==> src/rtl/core/sbr_pkg.sv <==
// ----------------------------------------------------------------------------
// sbr_pkg
// Shared types and constants for the serial byte receiver (8 data bits,
// even parity, one line sample per tick).
// ----------------------------------------------------------------------------
package sbr_pkg;

  localparam int TICK_BITS  = 20;
  localparam int CFG_W      = 20;
  localparam int FRAME_BITS = 9;
  localparam int BIT_IDX_W  = 4;
  localparam int CFG_IDX_W  = 2;

  localparam logic [CFG_IDX_W-1:0] CFG_START_OFFSET = 2'd0;
  localparam logic [CFG_IDX_W-1:0] CFG_BIT_PERIOD   = 2'd1;
  localparam logic [CFG_IDX_W-1:0] CFG_END_GUARD    = 2'd2;

  localparam logic [CFG_W-1:0] START_OFFSET_RST = 20'd150000;
  localparam logic [CFG_W-1:0] BIT_PERIOD_RST   = 20'd100000;
  localparam logic [CFG_W-1:0] END_GUARD_RST    = 20'd150000;

  typedef struct packed {
    logic [CFG_W-1:0] start_offset;
    logic [CFG_W-1:0] bit_period;
    logic [CFG_W-1:0] end_guard;
  } sbr_cfg_t;

  typedef struct packed {
    logic [7:0] rx_byte;
    logic       parity_error;
  } sbr_result_t;

endpackage

==> src/rtl/core/sbr_in_if.sv <==
// ----------------------------------------------------------------------------
// sbr_in_if
// Line sample channel: valid/ready handshake carrying one rx_level sample.
// ----------------------------------------------------------------------------
interface sbr_in_if;
  logic valid;
  logic ready;
  logic rx_level;

  modport source (output valid, output rx_level, input ready);
  modport sink (input valid, input rx_level, output ready);
endinterface

==> src/rtl/core/sbr_out_if.sv <==
// ----------------------------------------------------------------------------
// sbr_out_if
// Result channel: valid/ready handshake carrying one received byte.
// ----------------------------------------------------------------------------
interface sbr_out_if;
  logic       valid;
  logic       ready;
  logic [7:0] rx_byte;
  logic       parity_error;

  modport source (output valid, output rx_byte, output parity_error, input ready);
  modport sink (input valid, input rx_byte, input parity_error, output ready);
endinterface

==> src/rtl/core/sbr_cfg_regs.sv <==
// ----------------------------------------------------------------------------
// sbr_cfg_regs
// Timing registers: start offset, bit period and end guard, written by index.
// ----------------------------------------------------------------------------
module sbr_cfg_regs (
  input  logic                          clk,
  input  logic                          rst,
  input  logic                          cfg_we,
  input  logic [sbr_pkg::CFG_IDX_W-1:0] cfg_index,
  input  logic [sbr_pkg::CFG_W-1:0]     cfg_data,
  output sbr_pkg::sbr_cfg_t             cfg
);

  always_ff @(posedge clk) begin
    if (rst) begin
      cfg.start_offset <= sbr_pkg::START_OFFSET_RST;
      cfg.bit_period   <= sbr_pkg::BIT_PERIOD_RST;
      cfg.end_guard    <= sbr_pkg::END_GUARD_RST;
    end else if (cfg_we) begin
      // indexes past the list are dropped
      case (cfg_index)
        sbr_pkg::CFG_START_OFFSET: cfg.start_offset <= cfg_data;
        sbr_pkg::CFG_BIT_PERIOD:   cfg.bit_period   <= cfg_data;
        sbr_pkg::CFG_END_GUARD:    cfg.end_guard    <= cfg_data;
        default: ;
      endcase
    end
  end

endmodule

==> src/rtl/core/sbr_frame_fsm.sv <==
// ----------------------------------------------------------------------------
// sbr_frame_fsm
// Frame sequencer: start detection, timed bit sampling, parity tracking,
// stop wait and end guard. Advances by one tick per transferred sample.
// ----------------------------------------------------------------------------
module sbr_frame_fsm (
  input  logic                  clk,
  input  logic                  rst,
  input  logic                  step,
  input  logic                  rx_level,
  input  sbr_pkg::sbr_cfg_t     cfg,
  output logic                  emit,
  output sbr_pkg::sbr_result_t  result
);

  typedef enum logic [2:0] {
    PH_IDLE  = 3'd0,
    PH_START = 3'd1,
    PH_BITS  = 3'd2,
    PH_HIGH  = 3'd3,
    PH_GUARD = 3'd4
  } phase_t;

  phase_t                             phase, phase_next;
  logic [sbr_pkg::TICK_BITS-1:0]      tick_count, tick_count_next;
  logic [sbr_pkg::BIT_IDX_W-1:0]      bit_index, bit_index_next;
  logic [sbr_pkg::FRAME_BITS-1:0]     frame_shift, frame_shift_next;
  logic                               ones_parity, ones_parity_next;
  logic                               tick_done;
  logic [sbr_pkg::TICK_BITS-1:0]      tick_dec;

  assign tick_done = (tick_count <= sbr_pkg::TICK_BITS'(1));
  assign tick_dec  = tick_count - sbr_pkg::TICK_BITS'(1);

  always_comb begin
    phase_next       = phase;
    tick_count_next  = tick_count;
    bit_index_next   = bit_index;
    frame_shift_next = frame_shift;
    ones_parity_next = ones_parity;
    emit             = 1'b0;

    if (ones_parity) begin
      result.rx_byte      = 8'd0;
      result.parity_error = 1'b1;
    end else begin
      result.rx_byte      = frame_shift[8:1];
      result.parity_error = 1'b0;
    end

    case (phase)
      PH_START, PH_BITS: begin
        if (!tick_done) begin
          tick_count_next = tick_dec;
        end else begin
          tick_count_next = '0;
          if (bit_index < sbr_pkg::BIT_IDX_W'(sbr_pkg::FRAME_BITS)) begin
            frame_shift_next = {frame_shift[sbr_pkg::FRAME_BITS-2:0], rx_level};
            ones_parity_next = ones_parity ^ rx_level;
            bit_index_next   = bit_index + sbr_pkg::BIT_IDX_W'(1);
            tick_count_next  = cfg.bit_period;
            phase_next       = PH_BITS;
          end else if (rx_level) begin
            emit = 1'b1;
          end else begin
            phase_next = PH_HIGH;
          end
        end
      end
      PH_HIGH: begin
        if (rx_level) emit = 1'b1;
      end
      PH_GUARD: begin
        if (tick_done) begin
          tick_count_next = '0;
          phase_next      = PH_IDLE;
        end else begin
          tick_count_next = tick_dec;
        end
      end
      default: begin
        phase_next = PH_IDLE;
        if (!rx_level) begin
          phase_next       = PH_START;
          tick_count_next  = cfg.start_offset;
          bit_index_next   = '0;
          frame_shift_next = '0;
          ones_parity_next = 1'b0;
        end
      end
    endcase

    // result leaves: load the guard wait, skip it when zero
    if (emit) begin
      tick_count_next = cfg.end_guard;
      phase_next      = (cfg.end_guard == '0) ? PH_IDLE : PH_GUARD;
    end
  end

  always_ff @(posedge clk) begin
    if (rst) begin
      phase       <= PH_IDLE;
      tick_count  <= '0;
      bit_index   <= '0;
      frame_shift <= '0;
      ones_parity <= 1'b0;
    end else if (step) begin
      phase       <= phase_next;
      tick_count  <= tick_count_next;
      bit_index   <= bit_index_next;
      frame_shift <= frame_shift_next;
      ones_parity <= ones_parity_next;
    end
  end

  a_bit_index_range: assert property (@(posedge clk) disable iff (rst)
    bit_index <= sbr_pkg::BIT_IDX_W'(sbr_pkg::FRAME_BITS))
    else $error("bit index past frame length");

  a_bits_after_first: assert property (@(posedge clk) disable iff (rst)
    (phase == PH_BITS) |-> (bit_index != '0))
    else $error("bit wait with no sample taken");

  a_emit_full_frame: assert property (@(posedge clk) disable iff (rst)
    emit |-> (bit_index == sbr_pkg::BIT_IDX_W'(sbr_pkg::FRAME_BITS)))
    else $error("result before nine samples");

endmodule

==> src/rtl/core/sbr_out_stage.sv <==
// ----------------------------------------------------------------------------
// sbr_out_stage
// Result register with valid/ready: holds one received byte until transfer.
// ----------------------------------------------------------------------------
module sbr_out_stage (
  input  logic                 clk,
  input  logic                 rst,
  input  logic                 load,
  input  sbr_pkg::sbr_result_t result,
  output logic                 busy,
  sbr_out_if.source            out
);

  logic                 valid;
  sbr_pkg::sbr_result_t data;

  // slot is free when empty or drained this cycle
  assign busy = valid && !out.ready;

  always_ff @(posedge clk) begin
    if (rst) begin
      valid <= 1'b0;
    end else if (load) begin
      valid <= 1'b1;
    end else if (out.ready) begin
      valid <= 1'b0;
    end
  end

  always_ff @(posedge clk) begin
    if (load) data <= result;
  end

  assign out.valid        = valid;
  assign out.rx_byte      = data.rx_byte;
  assign out.parity_error = data.parity_error;

  a_rise_from_load: assert property (@(posedge clk) disable iff (rst)
    $rose(valid) |-> $past(load))
    else $error("result valid without a load");

  a_parity_zero_byte: assert property (@(posedge clk) disable iff (rst)
    (valid && data.parity_error) |-> (data.rx_byte == 8'd0))
    else $error("byte not cleared on parity error");

endmodule

==> src/rtl/core/serial_byte_receiver_even_parity.sv <==
// ----------------------------------------------------------------------------
// serial_byte_receiver_even_parity
// Serial receiver, 8 data bits plus even parity, one line sample per transfer.
// Output: the output register takes the result on the transfer of the
//   sample that completes the frame.
// Throughput: one sample per cycle; input stalls only while a result waits.
// Reset (rst, synchronous): idle, counters cleared, registers at defaults.
// ----------------------------------------------------------------------------
module serial_byte_receiver_even_parity (
  input  logic                          clk,
  input  logic                          rst,
  sbr_in_if.sink                        rx_in,
  sbr_out_if.source                     rx_out,
  input  logic                          cfg_we,
  input  logic [sbr_pkg::CFG_IDX_W-1:0] cfg_index,
  input  logic [sbr_pkg::CFG_W-1:0]     cfg_data
);

  sbr_pkg::sbr_cfg_t    cfg;
  sbr_pkg::sbr_result_t result;
  logic                 step;
  logic                 emit;
  logic                 busy;

  assign rx_in.ready = !busy;
  assign step        = rx_in.valid && rx_in.ready;

  sbr_cfg_regs u_cfg (
    .clk       (clk),
    .rst       (rst),
    .cfg_we    (cfg_we),
    .cfg_index (cfg_index),
    .cfg_data  (cfg_data),
    .cfg       (cfg)
  );

  sbr_frame_fsm u_fsm (
    .clk      (clk),
    .rst      (rst),
    .step     (step),
    .rx_level (rx_in.rx_level),
    .cfg      (cfg),
    .emit     (emit),
    .result   (result)
  );

  sbr_out_stage u_out (
    .clk    (clk),
    .rst    (rst),
    .load   (step && emit),
    .result (result),
    .busy   (busy),
    .out    (rx_out)
  );

endmodule

==> src/flat_wrapper.sv <==
// flat-port wrapper written by rule: the top's interface ports become plain ports
module serial_byte_receiver_even_parity_flat 
  (clk, rst, cfg_we, cfg_index, cfg_data, rx_in_valid, rx_in_rx_level, rx_in_ready, rx_out_valid, rx_out_rx_byte, rx_out_parity_error, rx_out_ready);
  sbr_in_if rx_in_i ();
  sbr_out_if rx_out_i ();
  input  logic clk;
  input  logic rst;
  input  logic cfg_we;
  input  logic [sbr_pkg::CFG_IDX_W-1:0] cfg_index;
  input  logic [sbr_pkg::CFG_W-1:0] cfg_data;
  input wire logic [$bits(rx_in_i.valid)-1:0] rx_in_valid;
  input wire logic [$bits(rx_in_i.rx_level)-1:0] rx_in_rx_level;
  output wire logic [$bits(rx_in_i.ready)-1:0] rx_in_ready;
  output wire logic [$bits(rx_out_i.valid)-1:0] rx_out_valid;
  output wire logic [$bits(rx_out_i.rx_byte)-1:0] rx_out_rx_byte;
  output wire logic [$bits(rx_out_i.parity_error)-1:0] rx_out_parity_error;
  input wire logic [$bits(rx_out_i.ready)-1:0] rx_out_ready;
  assign rx_in_i.valid = rx_in_valid;
  assign rx_in_i.rx_level = rx_in_rx_level;
  assign rx_in_ready = rx_in_i.ready;
  assign rx_out_valid = rx_out_i.valid;
  assign rx_out_rx_byte = rx_out_i.rx_byte;
  assign rx_out_parity_error = rx_out_i.parity_error;
  assign rx_out_i.ready = rx_out_ready;
  serial_byte_receiver_even_parity u_core (.clk(clk), .rst(rst), .rx_in(rx_in_i), .rx_out(rx_out_i), .cfg_we(cfg_we), .cfg_index(cfg_index), .cfg_data(cfg_data));
endmodule
==> config.mk <==
export PLATFORM = sky130hd
export DESIGN_NAME = serial_byte_receiver_even_parity_flat
export DESIGN_NICKNAME = d
export VERILOG_FILES = /design/src/rtl/core/sbr_pkg.sv /design/src/rtl/core/sbr_in_if.sv /design/src/rtl/core/sbr_out_if.sv /design/src/rtl/core/sbr_cfg_regs.sv /design/src/rtl/core/sbr_frame_fsm.sv /design/src/rtl/core/sbr_out_stage.sv /design/src/rtl/core/serial_byte_receiver_even_parity.sv /design/src/flat_wrapper.sv
export SDC_FILE = /design/constraint.sdc
export NUM_CORES = 1
export LEC_CHECK = 0
export BUFFER_PORTS_ARGS = -buffer_cell sky130_fd_sc_hd__buf_2
export CELL_PAD_IN_SITES_DETAIL_PLACEMENT = 1
export CELL_PAD_IN_SITES_GLOBAL_PLACEMENT = 2
export CORE_MARGIN = 2
export CORE_UTILIZATION = 37
export CTS_BUF_LIST = sky130_fd_sc_hd__clkbuf_8
export DETAILED_ROUTE_END_ITERATION = 8
export PLACE_DENSITY_LB_ADDON = 0.1
export RECOVER_POWER = 50
export SYNTH_ARGS = -nofsm -noshare
export SYNTH_HDL_FRONTEND = slang
export SYNTH_SLANG_ARGS = --single-unit
==> constraint.sdc <==
create_clock -name clk -period 3.22 [get_ports clk]
set_input_delay 0.322 -clock clk [delete_from_list [all_inputs] [get_ports clk]]
set_output_delay 0.322 -clock clk [all_outputs]
set_load 0.01 [all_outputs]
After elaboration in Yosys (flattened, before gate mapping)
Cells that the tools add are included.

Word-level logic and storage cells: 80. Bits in registers: 107. Input bits: 28.

Equal/unequal tests: 14. $add $sub $neg: 2. Bitwise operators: 2. Reductions and logical operators: 16. $lt $le $gt $ge: 2. Mux-type cells: 33.

Operators with widths (count): $mux W20 (5); $pmux W20 S3 (1); $mux W9 (3); $le A20 B1 Y1 const B (1); $logic_not A20 Y1 (1); $sub A20 B1 Y20 const B (1); $mux W3 (6); $pmux W9 S2 (1); $mux W4 (3); $mux W1 (10); $reduce_and A5 Y1 (2); $pmux W3 S3 (1); $pmux W4 S2 (1); $eq A3 B2 Y1 const B (2); $ne A3 B2 Y1 const B (2); $reduce_and A2 Y1 (3); $add A4 B1 Y4 const B (1); $lt A4 B4 Y1 const B (1); $ne A2 B1 Y1 const B (2); $ne A2 B2 Y1 const B (2); $ne A4 B1 Y1 const B (1); $ne A4 B3 Y1 const B (1); $pmux W1 S2 (2); $reduce_or A2 Y1 (2); other kinds (11) (14).

Longest topological paths before layout
Gate-level depths: netlist of the first run.

Word-level depth: 6. Gate-level depth with buffers: 10.

By module
From an unflattened synthesis of the first run, not the netlist that was laid out.

Cells, all modules: 610. Area total of the unflattened synthesis: 5501.5 µm².

Modules (own cells, without submodules): sbr_frame_fsm (instances 1, area an instance 2702.6 µm², seq. area each 740.7 µm², cells each 361); sbr_cfg_regs (instances 1, area an instance 2466.1 µm², seq. area each 1201.2 µm², cells each 234); sbr_out_stage (instances 1, area an instance 314.1 µm², seq. area each 290.3 µm², cells each 12); serial_byte_receiver_even_parity (instances 1, area an instance 18.8 µm², seq. area each 0.0 µm², cells each 3).

Worst setup path after synthesis of the first run
Ideal clock, no wire load.

Path type: register -> register. Start point: register u_core.u_fsm.tick_count[12] (netlist bit). End point: register u_core.u_out.data, in the netlist u_core.u_out.out.parity_error (enable). Period minus slack after synthesis: 2.483 ns. Required time: 2.846 ns. Data arrival time: 2.109 ns. Path buffers: 3. Cell stages (with the launch flop): 9. Setup time: 0.374 ns. Setup slack: 0.737 ns. Cell sequence: dfxtp_1 buf_6 nor3_2 o2111ai_1 nor4_2 a21oi_1 clkbuf_1 clkbuf_1 nor2_1.

Cells in the longest elaborated chain, start to end: 4.

Ends and longest elaborated chain: start, declared (line sbr_frame_fsm.sv:25) `logic [sbr_pkg::TICK_BITS-1:0] tick_count, tick_count_next;`; start signal, assigned (line sbr_frame_fsm.sv:109) `tick_count <= tick_count_next;`; $le A20 B1 Y1 (line sbr_frame_fsm.sv:32) `assign tick_done = (tick_count <= sbr_pkg::TICK_BITS'(1));`; $mux W1 (line sbr_frame_fsm.sv:53) `if (!tick_done) begin`; $pmux W1 S2 (line sbr_frame_fsm.sv:51) `case (phase)`; $logic_and A1 B1 Y1 (line serial_byte_receiver_even_parity.sv:50) `.load (step && emit),`; net u_core.u_out.load (line sbr_out_stage.sv:8) `input logic load,`; end signal, assigned (line sbr_out_stage.sv:31) `if (load) data <= result;`; end, declared (line sbr_out_stage.sv:15) `sbr_pkg::sbr_result_t data;`.

The timed path passes the listed nets, and every way through them passes these cells. A chain may end at the register's enable or synchronous reset.

Worst setup path after layout of the first run
Start point: register u_core.u_fsm.tick_count[0] (netlist bit). End point: register u_core.u_fsm.tick_count[15] (netlist bit).

Cells in the longest elaborated chain, start to end: 5.

Ends and longest elaborated chain (line): $le A20 B1 Y1 (sbr_frame_fsm.sv:32); $mux W1 (sbr_frame_fsm.sv:53); $pmux W1 S2 (sbr_frame_fsm.sv:51); $ne A4 B1 Y1 (no line) or $ne A2 B1 Y1 (tied branches); $reduce_and A3 Y1 (no line).

Parallel ways exist; a longest one is shown, timed or not.

==> impl_metrics.yaml, run 1 <==
detailed_routing:
  via_count: 4668
  drtPass1Iterations: 4
  initialDrtViolationCount: 236
  ant_nets: 0
  drt_wl_total_um: 16200
  routedWlPerCell_um: 19.4
  post-route-drc-count: 0
  viasPerCell: 5.58
sta:
  tns_ns: 0
  rsz0062_at_grt: "false"
  fmax_mhz: 382
  relSlewSlack_pct: 32.4
  hold_viol: 0
  setup_viol: 0
  drv_slew: 0
  finalCritPeriodShare_pct: 81.2
  fin_skew_ns: 0.0112
  period_minus_slack_ns: 2.62
  tightest_slew_ns: 1.01
logic_synthesis:
  synth_flop_cell: "dfxtp_1"
  synth.largest_area_cell: "dfxtp_1"
  synthesis.area_um2: 5080
  synthTopCellsByArea: "dfxtp_1 39%, nand2_1 11%, a21oi_1 8.8%"
  syn_nets: 663
  seq_area_frac_synth_pct: 43.9
  synth.distinct_cells: 56
  synth_top_area_share_pct: 38.6
  ys_async_sr_fraction_pct: 0
  ys_ff_latch: 107
  synth_cells: 631
  synth_warnings: 0
  synth_edf_count: 9
  synth.most_common_cell: "nand2_1"
  syn_area_per_cell_um2: 8.06
  synth_commonest_cells: "143 x nand2_1, 98 x dfxtp_1, 89 x a21oi_1"
critical_path:
  worst-path-max-fanout: 8
  cpLargestDelayFamily: "compound AO/OA/AOI/OAI gates"
  critPathKind: "flip-flop to flip-flop"
  cp-start-kind: "flip-flop"
  cp_slowest_cell: "a21oi_1"
  critPathBufInv: 2
  cp_data_required_time_ns: 3.52
  end_kind: "flip-flop"
  arrival_ns: 2.91
  slowest_delay_ns: 0.63
  path_cells: "inv_1, ha_1, o2111ai_1, nor4_2, a21oi_1, buf_4, nor3_1, nor4_1"
clock_network:
  postCtsSetupBuffers: 0
  numCtsBuffers: 9
  root_buffer: "clkbuf_8"
  cts.sinks: 107
  clock_latency_ns: 0.39
  holdBufCountCts: 0
  cts.htree.levels: 3
  cts_tree: "built"
  cts_max_path_buffers: 2
  cts_resized: 0
  cts.clk_slew.worst_paths_ns: 0.11
floorplan:
  ios: 39
  start_util_pct: 38.1
  core_region_area_um2: 13300
  rows: 42
  die_width_um: 121
  dieArea_um2: 14700
  die_h_um: 121
pwr:
  seq_power_share_pct: 47.5
  power_density_nw_per_um2: 542
  power_switching_mw: 0.936
  switching_share_pct: 30.4
  power_mw: 3.08
  p_int_mw: 2.14
  clock_power_share_pct: 32.9
  pwr-share-comb_pct: 19.6
  peakVddDrop_mv: 0.174
  leakage_nw: 2.08
global_route:
  grt_pass1_wl_um: 26200
  grt_usage_pct: 23.1
  grt_pass1_vias: 4809
  grt_antenna_before_repair: 0
  grt_remaining_overflow: 0
  grt_max_degree: 40
outcome:
  status: "finished, final reports clean"
final_layout:
  fill_cells: 1648
  nNetsFinal: 687
  finalInstanceArea_um2: 5680
  areaGrowthSynthToFinish_pct: 11.7
  drive_gt1_share_pct: 10.8
  n_antenna_cell: 0
placed_design:
  postPlaceCellArea_um2: 5450
  numPortBuffers: 38
  dp.final_hpwl_um: 11700
  gp_congestion: 0.863
hold_path:
  hp-class: "primary input to flip-flop"
run:
  cap_violations: 0
==> layout by cell type (no fill, tap or decap), types with 5 or more instances in the layout <==
cell type	netlist	routed
nand2_1	143	143
dfxtp_1	98	98
a21oi_1	89	89
nor2_1	35	35
nand3b_1	30	30
o21ai_0	28	28
buf_2	3	27
buf_4	1	17
nor4_1	16	16
mux2i_1	12	12
nor3_1	11	11
inv_1	11	11
clkbuf_1	36	11
clkbuf_8	0	9
edfxtp_1	9	9
xnor2_1	8	8
nor2b_1	8	8
o221ai_1	7	7
nand3_1	6	6
a211oi_1	5	5
o31ai_1	5	5
a2111oi_0	5	5
==> power by group through the flow <==
stage / combinational, mW / sequential [mW] / clock (mW)
final: 0.604 / 1.46 / 1.01
after global routing: 0.669 / 1.47 / 1.10
after CTS: 0.604 / 1.46 / 1.04
after detailed placement: 0.600 / 1.49 / 0
after global placement: 0.588 / 1.49 / 0
after floorplan: 0.419 / 1.47 / 0
==> worst paths after layout <==
| check | start | end | slack (ns) | depth (start not counted) |
|---|---|---|---|---|
| hold reg to reg | u_core.u_cfg.cfg[22] | u_core.u_cfg.cfg[22] | 0.47 | 2 |
| setup reg to reg | u_core.u_fsm.tick_count[0] | u_core.u_fsm.tick_count[15] | 0.60 | 8 |
| hold / removal | cfg_data[15] | u_core.u_cfg.cfg[35] | 0.17 | 3 |
| setup / recovery | u_core.u_fsm.tick_count[0] | u_core.u_fsm.tick_count[15] | 0.60 | 8 |
==> sequential cells by signal, indices dropped and copies added, names as in the netlist <==
name,count
u_core.u_cfg.cfg,60
u_core.u_fsm.tick_count,20
u_core.u_fsm.frame_shift,9
u_core.u_out.out.rx_byte,8
u_core.u_fsm.bit_index,4
u_core.u_fsm.phase,3
u_core.u_fsm.ones_parity,1
u_core.u_out.out.parity_error,1
u_core.u_out.out.valid,1
==> cell type report <==
class	instances	area (µm²)	area share, %
repair buffers	55	304	5.35
inverters	11	41.3	0.727
flip-flops and latches	107	2230	39.3
clock inverters	7	124	2.18
clock buffers	9	124	2.18
multi-input cells	471	2640	46.4
well taps	176	220	3.88
==> routing by layer <==
layer	GRT usage (%)	vias up	part of all wire [%]
li1	-	2276	-
met1	32.0	2276	48
met2	37.1	94	46
met3	2.73	22	4.1
met4	8.26	0	2.1
met5	0	-	0
==> worst register-to-register path: stages, from the launching register on <==
cell,delay (ns)
dfxtp_1,0.43
inv_1,0.09
ha_1,0.27
o2111ai_1,0.37
nor4_2,0.12
a21oi_1,0.63
buf_4,0.28
nor3_1,0.07
nor4_1,0.27
==> cell families after synthesis <==
logic type | synth area share [%]
muxes | 2.58
buffers and inverters | 4.36
adders and majority gates | 0.984
DFF | 43.9
xor gates and xnor gates | 1.89
and+or+nand+nor | 26.5
AOI/OAI and AO/OA | 19.8
==> through the flow <==
| stage | util, % | std cells | hold WS (ns) | setup WS [ns] |
|---|---|---|---|---|
| 2_1_floorplan | - | 631 | 0.433 | 0.737 |
| 3_3_place_gp | 40.8 | 820 | 0.446 | 0.798 |
| 3_5_place_dp | 40.8 | 820 | 0.451 | 0.635 |
| 4_1_cts | 42.7 | 836 | 0.154 | 0.591 |
| 5_1_grt | 42.6 | 836 | 0.172 | 0.321 |
| 6_report | 42.6 | 836 | 0.172 | 0.604 |
No activity file was read; power rests on OpenSTA's default activity.
==> inputs of run 2 (changes only) <==
--- a/config.mk
+++ b/config.mk
@@ -5,11 +5,12 @@
 export SDC_FILE = /design/constraint.sdc
 export NUM_CORES = 1
 export LEC_CHECK = 0
+export ABC_AREA = 1
 export BUFFER_PORTS_ARGS = -buffer_cell sky130_fd_sc_hd__buf_2
 export CELL_PAD_IN_SITES_DETAIL_PLACEMENT = 1
 export CELL_PAD_IN_SITES_GLOBAL_PLACEMENT = 2
 export CORE_MARGIN = 2
-export CORE_UTILIZATION = 37
+export CORE_UTILIZATION = 35
 export CTS_BUF_LIST = sky130_fd_sc_hd__clkbuf_8
 export DETAILED_ROUTE_END_ITERATION = 8
 export PLACE_DENSITY_LB_ADDON = 0.1
==> constraint.sdc (replaced) <==
create_clock -name clk -period 2.7 [get_ports clk]
set_input_delay 0.27 -clock clk [delete_from_list [all_inputs] [get_ports clk]]
set_output_delay 0.27 -clock clk [all_outputs]
set_load 0.01 [all_outputs]
==> run 2 against run 1 <==
Compared with the run above: register-to-register slack lost 0.15 ns; setup slack lost 0.15 ns; critical endpoint is now u_core.u_fsm.tick_count[2]; sequential share of layout area shrank 0.48 points; largest cell class unchanged; power is 43% higher; fmax grew 16%; combinational power rose by 150%.
==> impl_metrics.yaml, run 2 <==
detailed_routing:
  viasPerCell: 5.14
  post-route-drc-count: 0
  routedWlPerCell_um: 17.9
  via_count: 4978
  initialDrtViolationCount: 333
  drtPass1Iterations: 5
  ant_nets: 0
  drt_wl_total_um: 17300
critical_path:
  worst-path-max-fanout: 23
  cp-start-kind: "flip-flop"
  crit_start: "u_core.u_fsm.tick_count[0]"
  arrival_ns: 2.58
  critPathKind: "flip-flop to flip-flop"
  cp_data_required_time_ns: 3.04
  rr_startpoint: "u_core.u_fsm.tick_count[0]"
  end_kind: "flip-flop"
final_layout:
  final_cell_mix: "166 x nand2_1, 110 x nor2_1, 98 x dfxtp_1"
  fin_cells: 969
  reg_top3: "u_core.u_cfg.cfg (60), u_core.u_fsm.tick_count (20), u_core.u_fsm.frame_shift (9)"
  regMostFlops: "u_core.u_cfg.cfg"
  areaGrowthSynthToFinish_pct: 10.3
  finish.utilization_pct: 39.6
  nNetsFinal: 812
  drive_gt1_share_pct: 9.43
  final_common_cell: "nand2_1"
  largest_reg_flops: 60
  n_antenna_cell: 0
logic_synthesis:
  ys_async_sr_fraction_pct: 0
  synth_flop_cell: "dfxtp_1"
  synth_edf_count: 9
  synth.distinct_cells: 33
  synthTopCellsByArea: "dfxtp_1 38%, nand2_1 12%, nor2_1 7.9%"
  ys_ff_latch: 107
  synth_top_area_share_pct: 37.6
  synth_commonest_cells: "166 x nand2_1, 110 x nor2_1, 98 x dfxtp_1"
  syn_area_per_cell_um2: 6.93
  synth_cells: 752
  synth.largest_area_cell: "dfxtp_1"
  syn_nets: 784
  synth.most_common_cell: "nand2_1"
  seq_area_frac_synth_pct: 42.8
  synthesis.area_um2: 5210
  synth_warnings: 0
placed_design:
  numPortBuffers: 38
  dp.cells: 953
  gp_congestion: 0.859
  dp.final_hpwl_um: 12600
pwr:
  p_int_mw: 2.66
  leakage_nw: 2.59
  seq_power_share_pct: 42.5
  power_switching_mw: 1.76
  power_density_nw_per_um2: 768
  peakVddDrop_mv: 0.331
  pwr-share-comb_pct: 34.0
  clock_power_share_pct: 23.4
  switching_share_pct: 39.9
floorplan:
  ios: 39
  die_h_um: 126
  dieArea_um2: 15900
  die_width_um: 126
  core_region_area_um2: 14500
  rows: 44
  start_util_pct: 35.9
clock_network:
  clock_latency_ns: 0.39
  cts_max_path_buffers: 2
  postCtsSetupBuffers: 0
  cts.htree.levels: 3
  cts.sinks: 107
  cts_resized: 0
  cts.clk_slew.worst_paths_ns: 0.11
  numCtsBuffers: 9
  root_buffer: "clkbuf_8"
  cts_tree: "built"
  holdBufCountCts: 0
global_route:
  grt_pass1_vias: 5109
  grt_pass1_wl_um: 28100
  grt_max_degree: 44
  grt_usage_pct: 22.6
  grt_remaining_overflow: 0
  grt_antenna_before_repair: 0
sta:
  finalCritPeriodShare_pct: 83.3
  rsz0062_at_grt: "false"
  setup_viol: 0
  relSlewSlack_pct: 23.6
  fin_skew_ns: 0.0133
  tightest_slew_ns: 1.15
  fmax_mhz: 445
  hold_viol: 0
  drv_slew: 0
  tns_ns: 0
  period_minus_slack_ns: 2.25
outcome:
  status: "finished, final reports clean"
hold_path:
  hp-class: "primary input to flip-flop"
  hp-start: "cfg_data[8]"
run:
  cap_violations: 0
[run 2: changes by cell type after synthesis, moves of 8 or more]
cell      change
a21oi_1      -30
clkbuf_1     -12
inv_1        +67
mux2i_1      -12
nand2_1      +23
nand3_1      +50
nand3b_1     -29
nand4_1      +22
nor2_1       +75
nor2b_1       -8
nor4_1       -13
o21ai_0      +31
[run 2: final timing paths]
path                                                    to  slack [ns]  depth (start not counted)
worst max-delay path            u_core.u_fsm.tick_count[2]        0.45                         13
worst max register to register  u_core.u_fsm.tick_count[2]        0.45                         13
worst min register to register        u_core.u_cfg.cfg[55]        0.47                          2
worst min-delay path                  u_core.u_cfg.cfg[48]        0.13                          3
[run 2: cell families after synthesis]
group | Yosys count | synth area share (%)
DFF | 107 | 42.8
and+or+nand+nor | 379 | 31.7
AOI/OAI and AO/OA | 131 | 13.3
buffers and inverters | 120 | 9.38
adders and majority gates | 4 | 0.960
xor gates and xnor gates | 11 | 1.85
[run 2: area by class of cell]
type / instances / area [µm²]
inverter: 84 / 315
sequential: 107 / 2230
fill: 1878 / 8780
tap: 184 / 230
clock buffer: 9 / 124
clock inverter: 7 / 71.3
timing repair buffer: 53 / 287
multi-input combinational: 525 / 2490
[run 2: critical path: stages, from the launching register on]
cell     delay (ns)
dfxtp_1        0.33
inv_1          0.12
ha_1           0.21
nand2_2        0.11
nor2_4         0.19
nand3_4        0.11
nand2_4        0.23
nand3_4        0.12
nand2_4        0.13
buf_4          0.29
nor2_1         0.09
nand2_1        0.08
nand2_1        0.06
a21oi_2        0.10
[run 2: metal layers]
| metal | track usage, % | routed length, µm |
|---|---|---|
| met2 | 35.7 | 7780 |
| met1 | 32.5 | 8660 |
| met4 | 6.72 | 237 |
| met3 | 2.80 | 660 |
| met5 | 0 | 0 |
[run 2: power by group through the flow]
| stage | Clock (mW) | Combinational, mW | Sequential (mW) |
|---|---|---|---|
| after CTS | 1.06 | 1.51 | 1.88 |
| after global routing | 1.13 | 1.71 | 1.90 |
| after detailed placement | 0 | 1.50 | 1.91 |
| after global placement | 0 | 1.48 | 1.91 |
| after floorplan | 0 | 1.06 | 1.86 |
| final | 1.04 | 1.50 | 1.88 |
[run 2: per-stage QoR]
stage / total power, mW / worst slack [ns] / cell area, µm² / hold WS, ns
after floorplan: 2.92 / 0.732 / 5210 / 0.383
after global placement: 3.39 / 0.580 / 5600 / 0.441
after detailed placement: 3.42 / 0.447 / 5600 / 0.448
after CTS: 4.45 / 0.417 / 5790 / 0.110
after global routing: 4.73 / 0.176 / 5750 / 0.125
final: 4.42 / 0.452 / 5750 / 0.125
